`src/hw/rtl/rmsp_pkg.sv`:
```
// Types, constants and datapath step functions for the RMSprop update block.
package rmsp_pkg;

  localparam int ELEMENTS   = 4096;
  localparam int IDX_W      = $clog2(ELEMENTS);
  localparam int CLR_W      = IDX_W + 1;

  localparam int CFG_IDX_W  = 2;
  localparam int CFG_DATA_W = 17;

  localparam logic [CFG_IDX_W-1:0] REG_LR    = 2'd0;
  localparam logic [CFG_IDX_W-1:0] REG_DECAY = 2'd1;
  localparam logic [CFG_IDX_W-1:0] REG_EPS   = 2'd2;

  localparam logic [15:0] LR_RST    = 16'd655;
  localparam logic [16:0] DECAY_RST = 17'd58982;
  localparam logic [16:0] ONE_Q16   = 17'd65536;
  localparam logic [15:0] EPS_RST   = 16'd1;
  localparam logic [31:0] MS_RST    = 32'd65536;

  localparam int RAD_W      = 48;
  localparam int ROOT_W     = 24;
  localparam int REM_W      = 28;
  localparam int SQ_STAGES  = 12;

  localparam int NUM_W      = 48;
  localparam int DEN_W      = 25;
  localparam int DIV_STAGES = 24;

  typedef struct packed {
    logic [IDX_W-1:0]  element_index;
    logic signed [31:0] weight;
    logic signed [31:0] gradient;
  } in_t;

  typedef struct packed {
    logic [IDX_W-1:0]  result_index;
    logic signed [31:0] new_weight;
  } out_t;

  typedef struct packed {
    logic [IDX_W-1:0] idx;
    logic [31:0]      w;
    logic             neg;
    logic [NUM_W-1:0] num;
  } sq_side_t;

  typedef struct packed {
    logic [IDX_W-1:0] idx;
    logic [31:0]      w;
    logic             neg;
  } dv_side_t;

  typedef struct packed {
    logic [REM_W-1:0]  rem;
    logic [ROOT_W-1:0] root;
  } sq_step_t;

  typedef struct packed {
    logic [DEN_W-1:0] rem;
    logic [NUM_W-1:0] n;
  } dv_step_t;

  function automatic sq_step_t sqrt_step(input logic [REM_W-1:0] rem,
                                         input logic [ROOT_W-1:0] root,
                                         input logic [1:0] pair);
    logic [REM_W-1:0] r2;
    logic [REM_W-1:0] trial;
    sq_step_t o;
    r2    = {rem[REM_W-3:0], pair};
    trial = {2'b00, root, 2'b01};
    if (r2 >= trial) begin
      o.rem  = r2 - trial;
      o.root = {root[ROOT_W-2:0], 1'b1};
    end else begin
      o.rem  = r2;
      o.root = {root[ROOT_W-2:0], 1'b0};
    end
    return o;
  endfunction

  function automatic dv_step_t div_step(input logic [DEN_W-1:0] rem,
                                        input logic [NUM_W-1:0] n,
                                        input logic [DEN_W-1:0] den);
    logic [DEN_W:0] r;
    logic [DEN_W:0] diff;
    logic           ge;
    dv_step_t o;
    r    = {rem, n[NUM_W-1]};
    diff = r - {1'b0, den};
    ge   = (r >= {1'b0, den});
    o.rem = ge ? diff[DEN_W-1:0] : r[DEN_W-1:0];
    o.n   = {n[NUM_W-2:0], ge};
    return o;
  endfunction

endpackage

```
`src/hw/rtl/rmsp_sqrt.sv`:
```
// Pipelined integer square root, two root bits per stage.
module rmsp_sqrt (
  input  logic                    clk,
  input  logic                    rst_n,
  input  logic                    en,
  input  logic                    in_v,
  input  rmsp_pkg::sq_side_t      in_side,
  input  logic [rmsp_pkg::RAD_W-1:0] in_rad,
  output logic                    out_v,
  output rmsp_pkg::sq_side_t      out_side,
  output logic [rmsp_pkg::ROOT_W-1:0] out_root
);
  import rmsp_pkg::*;

  logic              v_r    [SQ_STAGES];
  sq_side_t          side_r [SQ_STAGES];
  logic [RAD_W-1:0]  rad_r  [SQ_STAGES];
  logic [REM_W-1:0]  rem_r  [SQ_STAGES];
  logic [ROOT_W-1:0] root_r [SQ_STAGES];

  logic              v_c    [SQ_STAGES+1];
  sq_side_t          side_c [SQ_STAGES+1];
  logic [RAD_W-1:0]  rad_c  [SQ_STAGES+1];
  logic [REM_W-1:0]  rem_c  [SQ_STAGES+1];
  logic [ROOT_W-1:0] root_c [SQ_STAGES+1];

  assign v_c[0]    = in_v;
  assign side_c[0] = in_side;
  assign rad_c[0]  = in_rad;
  assign rem_c[0]  = '0;
  assign root_c[0] = '0;

  for (genvar s = 0; s < SQ_STAGES; s++) begin : g_stage
    sq_step_t st_a;
    sq_step_t st_b;

    assign st_a = sqrt_step(rem_c[s], root_c[s], rad_c[s][RAD_W-1-4*s -: 2]);
    assign st_b = sqrt_step(st_a.rem, st_a.root, rad_c[s][RAD_W-3-4*s -: 2]);

    always_ff @(posedge clk) begin
      if (!rst_n) begin
        v_r[s] <= 1'b0;
      end else if (en) begin
        v_r[s] <= v_c[s];
      end
    end

    always_ff @(posedge clk) begin
      if (en) begin
        side_r[s] <= side_c[s];
        rad_r[s]  <= rad_c[s];
        rem_r[s]  <= st_b.rem;
        root_r[s] <= st_b.root;
      end
    end

    assign v_c[s+1]    = v_r[s];
    assign side_c[s+1] = side_r[s];
    assign rad_c[s+1]  = rad_r[s];
    assign rem_c[s+1]  = rem_r[s];
    assign root_c[s+1] = root_r[s];
  end

  assign out_v    = v_c[SQ_STAGES];
  assign out_side = side_c[SQ_STAGES];
  assign out_root = root_c[SQ_STAGES];

endmodule

```
`config.mk`:
```
export PLATFORM = sky130hd
export DESIGN_NAME = rmsp_sqrt
export DESIGN_NICKNAME = d
export VERILOG_FILES = /design/src/hw/rtl/rmsp_pkg.sv /design/src/hw/rtl/rmsp_sqrt.sv
export SDC_FILE = /design/constraint.sdc
export NUM_CORES = 2
export LEC_CHECK = 0
export BUFFER_PORTS_ARGS = -buffer_cell sky130_fd_sc_hd__buf_2
export CAP_MARGIN = 20
export CORE_UTILIZATION = 25
export CTS_CLUSTER_DIAMETER = 120
export DETAILED_ROUTE_END_ITERATION = 12
export PLACE_DENSITY = 0.4
export SYNTH_ARGS = -nofsm -noshare
export SYNTH_HDL_FRONTEND = slang
export SYNTH_SLANG_ARGS = --single-unit
export TNS_END_PERCENT = 100
```
`constraint.sdc`:
```
create_clock -name clk -period 6.4 [get_ports clk]
set_clock_uncertainty 0.15 [all_clocks]
set_input_delay 0.64 -clock clk [delete_from_list [all_inputs] [get_ports clk]]
set_output_delay 0.64 -clock clk [all_outputs]
set_load 0.03 [all_outputs]
```
* Word level (Yosys, flattened, before mapping)
Memory sizes are Yosys's and may differ from the RTL's.
Index checks and enable logic that the tools add are counted.
W data, S select, Z words.
** Operators by class
- Add/sub/neg operators :: 24
- Multiply operators :: 0
- Div/mod/pow operators :: 0
- Order comparisons :: 24
- Eq/ne operators :: 0
- Shift-type cells :: 0
- Multiplexer cells :: 41
- Bitwise operators :: 12
- Reductions and logical operators :: 0
** Operator list (count)
- $ge A28 B26 Y1 :: 23
- $mux W52 :: 12
- $mux W50 :: 12
- $sub A28 B26 Y28 :: 12
- $sub A26 B26 Y26 :: 11
- $mux W1 :: 17
- $or A1 B1 Y1 :: 12
- $sub A2 B1 Y3 const B :: 1
- $ge A2 B1 Y1 const B :: 1
** Storage, ports and cells
- Bits in registers :: 0
- Bits in latches :: 0
- RAM bits :: 2328
- Memory bits (read-only) :: 0
- Output and inout bits :: 118
- Memories :: 5
** Memory list
- side_r :: depth 12, width 93, read ports 12, clocked after memory_dff 0, wr ports 12, line rmsp_sqrt.sv:16 : sq_side_t side_r [SQ_STAGES];
- rad_r :: depth 12, width 48, read ports 11, clocked after memory_dff 0, wr ports 12, line rmsp_sqrt.sv:17 : logic [RAD_W-1:0] rad_r [SQ_STAGES];
- rem_r :: depth 12, width 28, read ports 11, clocked after memory_dff 0, wr ports 12, line rmsp_sqrt.sv:18 : logic [REM_W-1:0] rem_r [SQ_STAGES];
- root_r :: depth 12, width 24, read ports 12, clocked after memory_dff 0, wr ports 12, line rmsp_sqrt.sv:19 : logic [ROOT_W-1:0] root_r [SQ_STAGES];
- v_r :: depth 12, width 1, read ports 12, clocked after memory_dff 0, wr ports 12, line rmsp_sqrt.sv:15 : logic v_r [SQ_STAGES];

* Logic depth before layout (Yosys ltp)
An unclocked memory read counts as a cell.
- Depth in word-level cells :: 5
- Mapped depth :: 28

* Worst setup path after synthesis
Ideal clock, no wire load.
- Kind :: register to register
- Start :: mem rem_r[7][5]
- End :: mem rem_r[8][15] (data pin)
- Library setup time :: 0.260 ns
- Data arrival time :: 5.481 ns
- Setup slack :: 0.509 ns
- Stages on the path, launching flop included :: 26
- Path buffers :: 5
- Period minus slack after synthesis :: 5.891 ns
- Cell sequence :: edfxtp_1 -> ha_1 -> a2111oi_0 -> a211oi_1 -> o211a_1 -> o31ai_2 -> nand2_1 -> inv_1 -> buf_2 -> buf_1 -> nor2_1 -> nor2_1 -> ha_1 -> clkbuf_1 -> a21oi_1 -> o21ai_0 -> a2111oi_0 -> o21ai_0 -> a21o_1 -> o41ai_1 -> a22oi_1 -> a21boi_0 -> and3_1 -> buf_2 -> buf_4 -> mux2_2
** RTL lines (line)
- start: declaration :: rmsp_sqrt.sv:18

==> metrics.txt <==
result of the run finished, final reports clean; number of iterations in the first detailed-routing pass 5; sum of routed wire length over all layers 179000 um; Syn-to-layout area delta 19.2%; number of endpoints failing setup at the final stage 0; routability congestion estimate 0.840; maximum level of the CTS H-tree 4; Worst Setup EP rem_r[10][7]$_DFFE_PP_; HPWL after detailed placement 127000 um; count of final max-slew check failures 0; transition time of the tightest slew-check pin 1010 ps; Util after Layout 30.1%; dominant cells by area after synthesis sky130_fd_sc_hd__edfxtp_1 (68%), sky130_fd_sc_hd__ha_1 (5.1%), sky130_fd_sc_hd__xnor2_1 (2.8%), sky130_fd_sc_hd__a21oi_1 (2.2%), sky130_fd_sc_hd__xor2_1 (1.8%); Clk Tree Root Cell sky130_fd_sc_hd__clkbuf_16; setup repair after global routing missed its margin no; pin count of the biggest net entering global routing 173; height of the chip 567 um; average footprint of a synthesized cell 14.1 sq um; via count of the first global-routing pass 46.5k; CTS max path bufs 4; Pwr per Cell Area 376 mW/mm^2; endpoint of the lowest-slack register-to-register path rem_r[10][7]$_DFFE_PP_; Port Buffers 262; critical path class flip-flop to flip-flop; Worst Hold Slack 231 ps; number of distinct library cells after synthesis 114; setup slack of the most critical reg-to-reg path 290 ps; overflow left after global routing 0; Die X 567 um; least setup slack across all paths after layout 294 ps; DRC violations left 0; startpoint class of the critical path flip-flop; type of destination of the critical path flip-flop; count of max-cap constraint violations 0; leading area contributor after synthesis sky130_fd_sc_hd__edfxtp_1; register area share after synthesis 68.5%; CTS tree yes; clock latency of the later-clocked register in the worst-skew pair 880 ps; std cell rows 206; source of the worst register-to-register timing path root_r[4][37]$_DFFE_PP_; maximum clock rate 0.164 GHz; fraction of final layout cells with drive strength greater than 1 13.9%; Post-Place Worst Slack -141 ps; first-pass GRT wire length 275000 um; crit path launch root_r[4][37]$_DFFE_PP_; worst rel slew slack 32.4%; post-detailed-route via-to-cell ratio 4.33; number of sinks handled by clock tree synthesis 1819; Post-synth EDFFs 1818; async set-or-reset flop fraction in the synthesized netlist 0%; Die Area 0.321 sq mm; average wire per cell in the routed design 16.9 um; Netlist Area Pre-Place 0.0797 sq mm; shortest period the worst path allows 6110 ps; largest vdd supply drop 0.000229 V; share of the cycle needed by the critical path after routing 95.4%; Worst EP arrival 6520 ps; number of filler cells placed in the layout 31.7k; vias after detailed routing 45.8k; global router's overall resource usage 10.8%; CORE AREA 0.316 sq mm; Post-Synthesis Cells 5643; warning count from the yosys run 0; leakage power figure 34.7 nW; Hold Fails Final Rpt 0; post-layout net count 6713; total of flip-flops plus latches after synthesis 1819; initial detailed-routing violation count 2622; worst min-delay path category flip-flop to flip-flop; residual antenna-violating net count after detailed routing 0; fraction of post-synthesis cell area in the top cell type by area 68.5%; number of cell instances on the worst register-to-register path 24; data required time of the worst path 6810 ps; critical path fanouts, max 41; initial antenna violation count 2; number of buffers created by CTS 215; clock transition at the registers of the reported paths 60 ps; I/O pins 263; top flip-flop cell by instance count after synthesis sky130_fd_sc_hd__edfxtp_1; starting utilization of the core area 25.2%
==> cell usage after synthesis (all sizes together) (62+ instances only) <==
| master | n |
|---|---|
| edfxtp | 1818 |
| inv | 272 |
| o21ai | 241 |
| nand3 | 109 |
| ha | 322 |
| a21o | 129 |
| a21oi | 357 |
| nor2 | 352 |
| nand2 | 327 |
| buf | 134 |
| o21a | 62 |
| xor2 | 162 |
| xnor2 | 254 |
| nor3 | 108 |
| nand4 | 75 |
==> final cells by class <==
class / instances / area [sq um] / share of cell area, %
Tap cell: 4160 / 5200 / 5.48
Inverter: 273 / 1020 / 1.08
Antenna cell: 6 / 15.0 / 0.0158
Multi-Input combinational cell: 3360 / 23000 / 24.2
Clock buffer: 258 / 5560 / 5.86
Sequential cell: 1819 / 54600 / 57.5
Timing Repair Buffer: 577 / 4250 / 4.48
Clock inverter: 136 / 1330 / 1.39
==> critical path, cell delays in order, from the launching register on <==
cell,delay (ps)
sky130_fd_sc_hd__edfxtp_1,350
sky130_fd_sc_hd__inv_1,70
sky130_fd_sc_hd__ha_1,410
sky130_fd_sc_hd__nand4_1,280
sky130_fd_sc_hd__nor4_1,350
sky130_fd_sc_hd__a2111oi_0,110
sky130_fd_sc_hd__buf_4,170
sky130_fd_sc_hd__a21boi_0,280
sky130_fd_sc_hd__nor2_2,70
sky130_fd_sc_hd__buf_4,190
sky130_fd_sc_hd__buf_4,160
sky130_fd_sc_hd__buf_4,140
sky130_fd_sc_hd__o31ai_1,390
sky130_fd_sc_hd__ha_1,340
sky130_fd_sc_hd__nand2_1,100
sky130_fd_sc_hd__o21ai_0,150
sky130_fd_sc_hd__nor3_1,220
sky130_fd_sc_hd__o21ai_0,130
sky130_fd_sc_hd__a211o_1,290
sky130_fd_sc_hd__a221o_1,370
sky130_fd_sc_hd__o21ai_0,200
sky130_fd_sc_hd__and3b_1,230
sky130_fd_sc_hd__nand4_1,150
sky130_fd_sc_hd__buf_12,220
sky130_fd_sc_hd__mux2_2,290
==> timing repair <==
item,4_1_cts,5_1_grt
endpoints found under the setup margin,22,46
pin swaps,0,3
setup buffers,0,3
hold endpoints to repair,154,0
gates resized for setup,4,11
hold buffers,146,0
==> worst min-delay path by stage <==
stage / slack, ps / startpoint / depth (start not counted) / to
floorplan: 250 / rad_r[9][0]$_DFFE_PP_ / 0 / rad_r[10][0]$_DFFE_PP_
global placement: 250 / side_r[5][1]$_DFFE_PP_ / 0 / side_r[6][1]$_DFFE_PP_
detailed placement: 250 / rad_r[9][1]$_DFFE_PP_ / 0 / rad_r[10][1]$_DFFE_PP_
CTS: 200 / in_side[21] / 2 / side_r[0][21]$_DFFE_PP_
global route: 230 / side_r[8][79]$_DFFE_PP_ / 0 / side_r[9][79]$_DFFE_PP_
finish: 230 / side_r[8][79]$_DFFE_PP_ / 0 / side_r[9][79]$_DFFE_PP_
==> sequential cells by signal, summed over array words and instances (netlist names) <==
signal and count:
root_r 156, v_r 12, side_r 1116, rem_r 271, rad_r 264
==> where the power goes <==
part / internal (mW) / total (mW) / switching (mW)
clock network: 6.98 / 11.9 / 4.94
registers: 14.7 / 15.4 / 0.730
logic: 3.51 / 8.44 / 4.93
total: 25.1 / 35.7 / 10.6
==> cells in the final DEF, fill, tap and decap left out, types with 108 or more instances in the layout <==
master	Yosys	final
sky130_fd_sc_hd__nor2_1	351	349
sky130_fd_sc_hd__dlygate4sd3_1	0	146
sky130_fd_sc_hd__xor2_1	162	162
sky130_fd_sc_hd__o21ai_0	239	237
sky130_fd_sc_hd__a21o_1	129	129
sky130_fd_sc_hd__ha_1	322	320
sky130_fd_sc_hd__edfxtp_1	1818	1818
sky130_fd_sc_hd__xnor2_1	253	253
sky130_fd_sc_hd__inv_1	268	268
sky130_fd_sc_hd__a21oi_1	355	353
sky130_fd_sc_hd__nand2_1	325	325
sky130_fd_sc_hd__buf_4	98	152
sky130_fd_sc_hd__nand3_1	108	108
sky130_fd_sc_hd__buf_2	27	261
sky130_fd_sc_hd__clkbuf_16	0	216
==> through the flow <==
stage                     total power, mW  std cells  setup TNS (ps)  instance area [sq um]
after detailed placement             24.0      10039            -262                  86600
final                                35.7      10589               0                  95000
after global placement               24.0      10038            -116                  86600
after floorplan                      21.2       5645               0                  79700
after CTS                            36.4      10579               0                  94900
after global routing                 37.8      10588               0                  95000
==> logic make-up (layout without fill, tap and decap cells) <==
family / count (synthesis) / in the layout / synth area share, %
flip-flops: 1819 / 1819 / 68.5
AND/OR/NAND/NOR: 1426 / 1426 / 9.22
buffers and inverters: 466 / 1244 / 2.74
XOR/XNOR: 416 / 416 / 4.58
AO/OA/AOI/OAI: 1138 / 1138 / 9.15
other: 1 / 9 / 0.00470
adder cells (fa/ha/maj): 322 / 322 / 5.05
multiplexers: 55 / 55 / 0.763
==> layer usage <==
metal	global-route usage, %	part of all wire, %	vias to the layer above
li1	-	-	22576
met1	13.8	46	22161
met2	18.4	48	817
met3	1.64	3.4	275
met4	3.90	3.2	0
met5	0	0	-
Note: power is estimated with default switching activity, not from simulation.
